$ cat config.mk
export PLATFORM = sky130hd
export DESIGN_NAME = fcpa_ctrl
export DESIGN_NICKNAME = d
export VERILOG_FILES = /design/src/hdl/fcpa_pkg.sv /design/src/hdl/fcpa_ctrl.sv
export SDC_FILE = /design/constraint.sdc
export NUM_CORES = 1
export LEC_CHECK = 0
export BUFFER_PORTS_ARGS = -buffer_cell sky130_fd_sc_hd__buf_2
export CAP_MARGIN = 20
export CORE_AREA = 5 5 42 44
export DETAILED_ROUTE_END_ITERATION = 16
export DIE_AREA = 0 0 47 49
export SYNTH_ARGS = -nofsm -noshare
export SYNTH_HDL_FRONTEND = slang
export SYNTH_SLANG_ARGS = --single-unit
$ cat constraint.sdc
create_clock -name clock -period 4 [get_ports clock]
set_clock_uncertainty 0.15 [all_clocks]
set_input_delay 0 -clock clock [delete_from_list [all_inputs] [get_ports clock]]
set_output_delay 0 -clock clock [all_outputs]
set_load 0.05 [all_outputs]
$ cat src/hdl/fcpa_pkg.sv
// ----------------------------------------------------------------------------
// fcpa_pkg
// shared widths, codes and controller/datapath interface types for the
// fixed chunk pool allocator
// ----------------------------------------------------------------------------
package fcpa_pkg;

   localparam int ACTION_W = 2;
   localparam int INDEX_W  = 10;
   localparam int STATUS_W = 2;
   localparam int COUNT_W  = 11;

   localparam logic [COUNT_W-1:0] POOL_SIZE_RESET = 11'd1024;

   localparam logic [ACTION_W-1:0] ACT_ALLOC    = 2'd0;
   localparam logic [ACTION_W-1:0] ACT_FREE     = 2'd1;
   localparam logic [ACTION_W-1:0] ACT_FREE_ALL = 2'd2;

   localparam logic [STATUS_W-1:0] STAT_OK    = 2'd0;
   localparam logic [STATUS_W-1:0] STAT_EMPTY = 2'd1;
   localparam logic [STATUS_W-1:0] STAT_RANGE = 2'd2;
   localparam logic [STATUS_W-1:0] STAT_NULL  = 2'd3;

   typedef enum logic [1:0] {
      ST_SWEEP,
      ST_IDLE,
      ST_EXEC
   } fsm_state_type;

   typedef struct packed {
      logic accept;
      logic csr_write;
      logic sweep_start;
      logic sweep_step;
      logic sweep_finish;
      logic commit;
   } dp_cmd_type;

   typedef struct packed {
      logic sweep_done;
   } dp_stat_type;

endpackage

$ cat src/hdl/fcpa_ctrl.sv
// ----------------------------------------------------------------------------
// fcpa_ctrl
// controller: handshakes, list rebuild sequencing and result commit
// ----------------------------------------------------------------------------
module fcpa_ctrl (
   input  logic                          clock,
   input  logic                          reset,
   input  logic                          req_valid,
   output logic                          req_ready,
   input  logic [fcpa_pkg::ACTION_W-1:0] req_action,
   input  logic                          csr_valid,
   output logic                          csr_ready,
   output logic                          rsp_valid,
   input  logic                          rsp_ready,
   output fcpa_pkg::dp_cmd_type          cmd,
   input  fcpa_pkg::dp_stat_type         stat
);
   import fcpa_pkg::*;

   fsm_state_type state_ff, state_in;
   logic          pend_ff, pend_in;
   logic          rsp_valid_ff, rsp_valid_in;
   logic          out_free;

   assign out_free  = !rsp_valid_ff || rsp_ready;
   assign rsp_valid = rsp_valid_ff;

   always_ff @(posedge clock) begin
      if (reset) begin
         state_ff     <= ST_SWEEP;
         pend_ff      <= 1'b0;
         rsp_valid_ff <= 1'b0;
      end else begin
         state_ff     <= state_in;
         pend_ff      <= pend_in;
         rsp_valid_ff <= rsp_valid_in;
      end
   end

   always_comb begin
      state_in  = state_ff;
      pend_in   = pend_ff;
      cmd       = '0;
      req_ready = 1'b0;
      csr_ready = 1'b0;
      case (state_ff)
         ST_IDLE: begin
            csr_ready = 1'b1;
            req_ready = !csr_valid;
            if (csr_valid) begin
               cmd.csr_write   = 1'b1;
               cmd.sweep_start = 1'b1;
               state_in        = ST_SWEEP;
            end else if (req_valid) begin
               cmd.accept = 1'b1;
               if (req_action == ACT_FREE_ALL) begin
                  cmd.sweep_start = 1'b1;
                  pend_in         = 1'b1;
                  state_in        = ST_SWEEP;
               end else begin
                  state_in = ST_EXEC;
               end
            end
         end
         ST_SWEEP: begin
            if (stat.sweep_done) begin
               cmd.sweep_finish = 1'b1;
               pend_in          = 1'b0;
               state_in         = pend_ff ? ST_EXEC : ST_IDLE;
            end else begin
               cmd.sweep_step = 1'b1;
            end
         end
         ST_EXEC: begin
            if (out_free) begin
               cmd.commit = 1'b1;
               state_in   = ST_IDLE;
            end
         end
         default: begin
            state_in = ST_IDLE;
         end
      endcase
   end

   assign rsp_valid_in = cmd.commit || (rsp_valid_ff && !rsp_ready);

endmodule

## Yosys cells after proc, flatten, opt, wreduce, memory -nomap -nowiden

Index checks and enable logic that the tools add are counted.

- Eq/ne operators: 9
- Reduce and logical (&&, ||, !) cells: 10
- Muxes and demuxes: 26

Operators with widths:

| operator | number |
|---|---|
| 2-to-1 mux 1 bit | 16 |
| 2-to-1 mux 2 bit | 7 |
| inequality test 2 bit, second input constant | 5 |
| case mux 2 bit (3 select lines) | 1 |
| AND reduction 5 bit | 1 |
| equality test 2 bit, second input constant | 2 |
| zero test 1 bit | 3 |
| 2-to-1 mux 3 bit | 1 |
| inequality test 3 bit, second input constant | 1 |
| AND reduction 3 bit | 1 |
| equality test 2 x 1 -> 1 bit, second input constant | 1 |
| zero test 2 bit | 1 |
| logical OR 1 bit | 2 |
| case mux 1 bit (2 select lines) | 1 |
| nonzero test 2 bit | 1 |
| logical AND 1 bit | 1 |

- Output and inout port bits: 9
- Flip-flop bits (word level): 4

## Depth between registers and ports, before layout

- Depth in word-level cells: 5
- Gate-level depth with buffers: 4

## Least setup slack after synthesis

OpenSTA, ideal clock, no wires.

- Path type: register to register
- From: register state_ff[0]
- To: register pend_ff
- Required time: 3.665 ns
- Data arrival time: 1.704 ns
- Path slack: 1.961 ns
- Cell stages (with the launch flop): 4
- Library setup time: 0.185 ns
- Path through: dfxtp_1 -> buf_6 -> nor3b_1 -> nor3_1

- Cells in the longest elaborated chain, start to end: 3
- Elaborated cells between the ends (all ways): 9

Ends and longest elaborated chain:

| element | RTL line | RTL |
|---|---|---|
| start: declaration | fcpa_ctrl.sv:20 | `fsm_state_type state_ff, state_in;` |
| start signal: assignment | fcpa_ctrl.sv:34 | `state_ff <= state_in;` |
| equality test 2 x 1 -> 1 bit / zero test 2 bit (equally long branches) | fcpa_ctrl.sv:46 | `case (state_ff)` |
| inequality test 2 bit (no source line) / nonzero test 2 bit (equally long branches) | -- |  |
| AND reduction 5 bit (no source line) | -- |  |
| end signal: assignment | fcpa_ctrl.sv:35 | `pend_ff <= pend_in;` |
| end: declaration | fcpa_ctrl.sv:21 | `logic pend_ff, pend_in;` |

Several ways; a longest one is shown, not always the timed one.
A chain may end at the register's enable or synchronous reset.

## Worst setup path in the final report

- From: register state_ff[1]
- To: register rsp_valid_ff, in the netlist rsp_valid

- Cells in the longest elaborated chain, start to end: 3

Ends and longest elaborated chain:

| element | RTL line | RTL |
|---|---|---|
| equality test 2 bit | fcpa_ctrl.sv:46 |  |
| 2-to-1 mux 1 bit | fcpa_ctrl.sv:46 |  |
| logical OR 1 bit | fcpa_ctrl.sv:86 | `assign rsp_valid_in = cmd.commit \|\| (rsp_valid_ff && !rsp_ready);` |
| end signal: assignment | fcpa_ctrl.sv:36 | `rsp_valid_ff <= rsp_valid_in;` |
| end: declaration | fcpa_ctrl.sv:22 | `logic rsp_valid_ff, rsp_valid_in;` |

Every way passes these cells.

==> results by group <==
Routing
  • Met1 wire length: ~330 um
  • Top Layer Used: met3
  • DRT Pass-1 Iters: 1
  • Drt drc: 0
  • Routed wire length per instance: 10.41 um
  • Met3 WL: ~97 um
  • Iter 0 DRT Violations: 0
  • Routed met2 length: roughly 300 um
  • DR vias: between 200 and 300
  • Routed WL: approximately 730 um
  • Vias per inst: 4.229
  • Detail Route Antenna Nets: 0

Layout
  • Layout Nets: 64
  • Final Util: 0.2982
  • Layout cells sized above 1: 0.3889
  • Area growth syn-to-layout: 62.93%
  • # diodes: 0

Clocking
  • Clock Latency Late Sink: around 230 ps
  • Setup Fix Bufs, Post-CTS: 0
  • CTS Buf Count: 3
  • CTS root buf: clkbuf_4
  • Reg clk slew, reported paths: ~40 ps
  • Post-CTS Hold Fix Bufs: 5
  • CTS tree: yes
  • CTS Sinks: 4
  • CTS max path bufs: 2
  • H-tree depth: 1
  • Post-CTS sizing: 0

Timing
  • Worst Max-Slew Pin Slew: between 200 and 300 ps
  • Relative slew slack: 0.8153
  • RSZ-0062 raised after global routing: false
  • Slew Limit Fails: 0
  • Final setup viols: 0
  • Final setup TNS: 0 ps
  • Fin Hold WS: about 9.2 ps
  • Final period utilization: 0.3836
  • FMAX: between 0.6 and 0.7 GHz
  • Final hold violations: 0
  • Setup WS post-layout: 2465 ps
  • Fin crit period: about 1500 ps

Placement
  • RePlAce Congestion: between 0.6 and 0.7
  • Port Buffer Count: 16
  • Hpwl dp: 544.8 um
  • Dpl ws: 2649 ps

Global routing
  • Vias in the first global route: 306
  • GR Util All Layers: 0.07329
  • Total global routing overflow: 0
  • First-pass GRT wire length: 1.179 mm
  • Largest net degree at the start of global routing: 10
  • Antenna violations before repair: 0

Floorplanning
  • # IOs: 17
  • Row cnt: 14
  • Area of the core: roughly 1400 um^2
  • Die height: 49 um
  • Die ar.: between 2000 and 2500 um^2
  • Initial Utilization: 0.1830
  • Die X: between 40 and 50 um

Logic synthesis
  • Number of synthesized register bits: 4
  • Post-Syn Area per Cell: around 8.3 um^2
  • Post-Synthesis Cells: 31
  • Yosys cell types: 17
  • Post-synth design cell area: 256.5 um^2
  • Register area share after synthesis: 0.3122
  • YS warnings: 0
  • Net Count, Synth: 39

Pwr
  • Tot Pwr: 132.5 uW
  • Leakage: ~0.19 nW
  • Peak VDD IR: between 90 and 100 uV
  • Cell Pwr Density: approximately 320 nW/um^2

Critical path
  • Critical Path Start: state_ff[1]
  • Crit Path Category: register to register
  • Worst reg2reg path startpoint: state_ff[1]
  • RR Endpoint: rsp_valid
  • Setup crit end kind: register
  • Arr. time, crit path: 1560 ps
  • R2R depth: 3
  • Critical Path RT: 4020 ps
  • Reg-to-reg slack, setup: 2470 ps
  • Worst Path Max Fanout: 8
  • Startpoint Class: register

Hold path
  • Worst Hold Launch: req_action[0]
  • Hold EP: pend_ff
  • Worst Hold Path Cells: 4
  • Hold Path Class: input port to register

Run
  • Maxcap violations: 0

Status
  • Status: finished, final reports clean
==> cell usage in the layout, fill, tap and decap left out, drive strengths merged <==
cell	count
buf	16
dlygate4sd3	5
nor3	4
nor2	4
dfxtp	4
clkbuf	3
nor3b	3
nor2b	2
a21oi	2
and2	2
nand2b	2
inv	1
or2b	1
a2bb2oi	1
or4	1
o32ai	1
a211oi	1
a31oi	1
==> report_power, final <==
part | switching (mW) | leakage (nW) | internal (mW)
combinational | 0.0260 | 0.146 | 0.0140
sequential | 0.00193 | 0.0325 | 0.0413
clock | 0.0157 | 0.0138 | 0.0335
total | 0.0437 | 0.192 | 0.0889
==> per-layer routing <==
| metal | GRT usage | up-vias |
|---|---|---|
| met5 | 0 | - |
| met4 | 0.05530 | 0 |
| met3 | 0.04797 | 0 |
| met2 | 0.08824 | 15 |
| met1 | 0.08811 | 121 |
| li1 | - | 160 |
==> state kept, by name (all words and copies together) (netlist names) <==
name       flops
pend_ff        1
rsp_valid      1
state_ff       2
==> kinds of logic (layout without fill, tap and decap cells) <==
logic type      Yosys count  count (layout)  synth area share
simple gates             19              19            0.4683
compound gates            6               6            0.1610
flops                     4               4            0.3122
buf+inv                   2              25           0.05852
==> synth_stat cells <==
cell type | count | share of area
dfxtp_1 | 4 | 0.31
nor2_1 | 4 | 0.059
nor3_1 | 4 | 0.078
a21oi_1 | 2 | 0.039
and2_1 | 2 | 0.049
nand2b_1 | 2 | 0.049
nor2b_1 | 2 | 0.049
nor3b_2 | 2 | 0.098
a211oi_1 | 1 | 0.029
a2bb2oi_1 | 1 | 0.034
a31oi_1 | 1 | 0.024
buf_6 | 1 | 0.044
inv_1 | 1 | 0.015
nor3b_1 | 1 | 0.029
o32ai_1 | 1 | 0.034
or2b_1 | 1 | 0.029
or4_1 | 1 | 0.029
==> worst max path at each step <==
| stage | endpoint | slack [ps] | cells after the start |
|---|---|---|---|
| global placement | state_ff[1] | 2680 | 3 |
| CTS | rsp_valid | 2470 | 3 |
| floorplan | pend_ff | 1960 | 3 |
| global route | rsp_valid | 2370 | 3 |
| detailed placement | state_ff[1] | 2650 | 3 |
| finish | rsp_valid | 2470 | 3 |
==> area by class of cell <==
type / instances / area [um^2]
fillers: 159 / 983.4
multi-input cells: 25 / 161.4
repair buffers: 21 / 130.1
flip-flops and latches: 4 / 80.08
clock buffers: 3 / 22.52
well taps: 16 / 20.02
inverters: 1 / 3.754
==> critical path, cell delays in order, from the launching register on <==
cell	delay [ps]
dfxtp_1	470
nand2b_1	160
a21oi_1	160
dlygate4sd3_1	540
==> through the flow <==
step,area [um^2],cells
finish,417.9,70
global placement,345.3,62
detailed placement,345.3,62
global route,417.9,70
CTS,417.9,70
floorplan,256.5,31
Note: power is estimated with default switching activity, not from simulation.
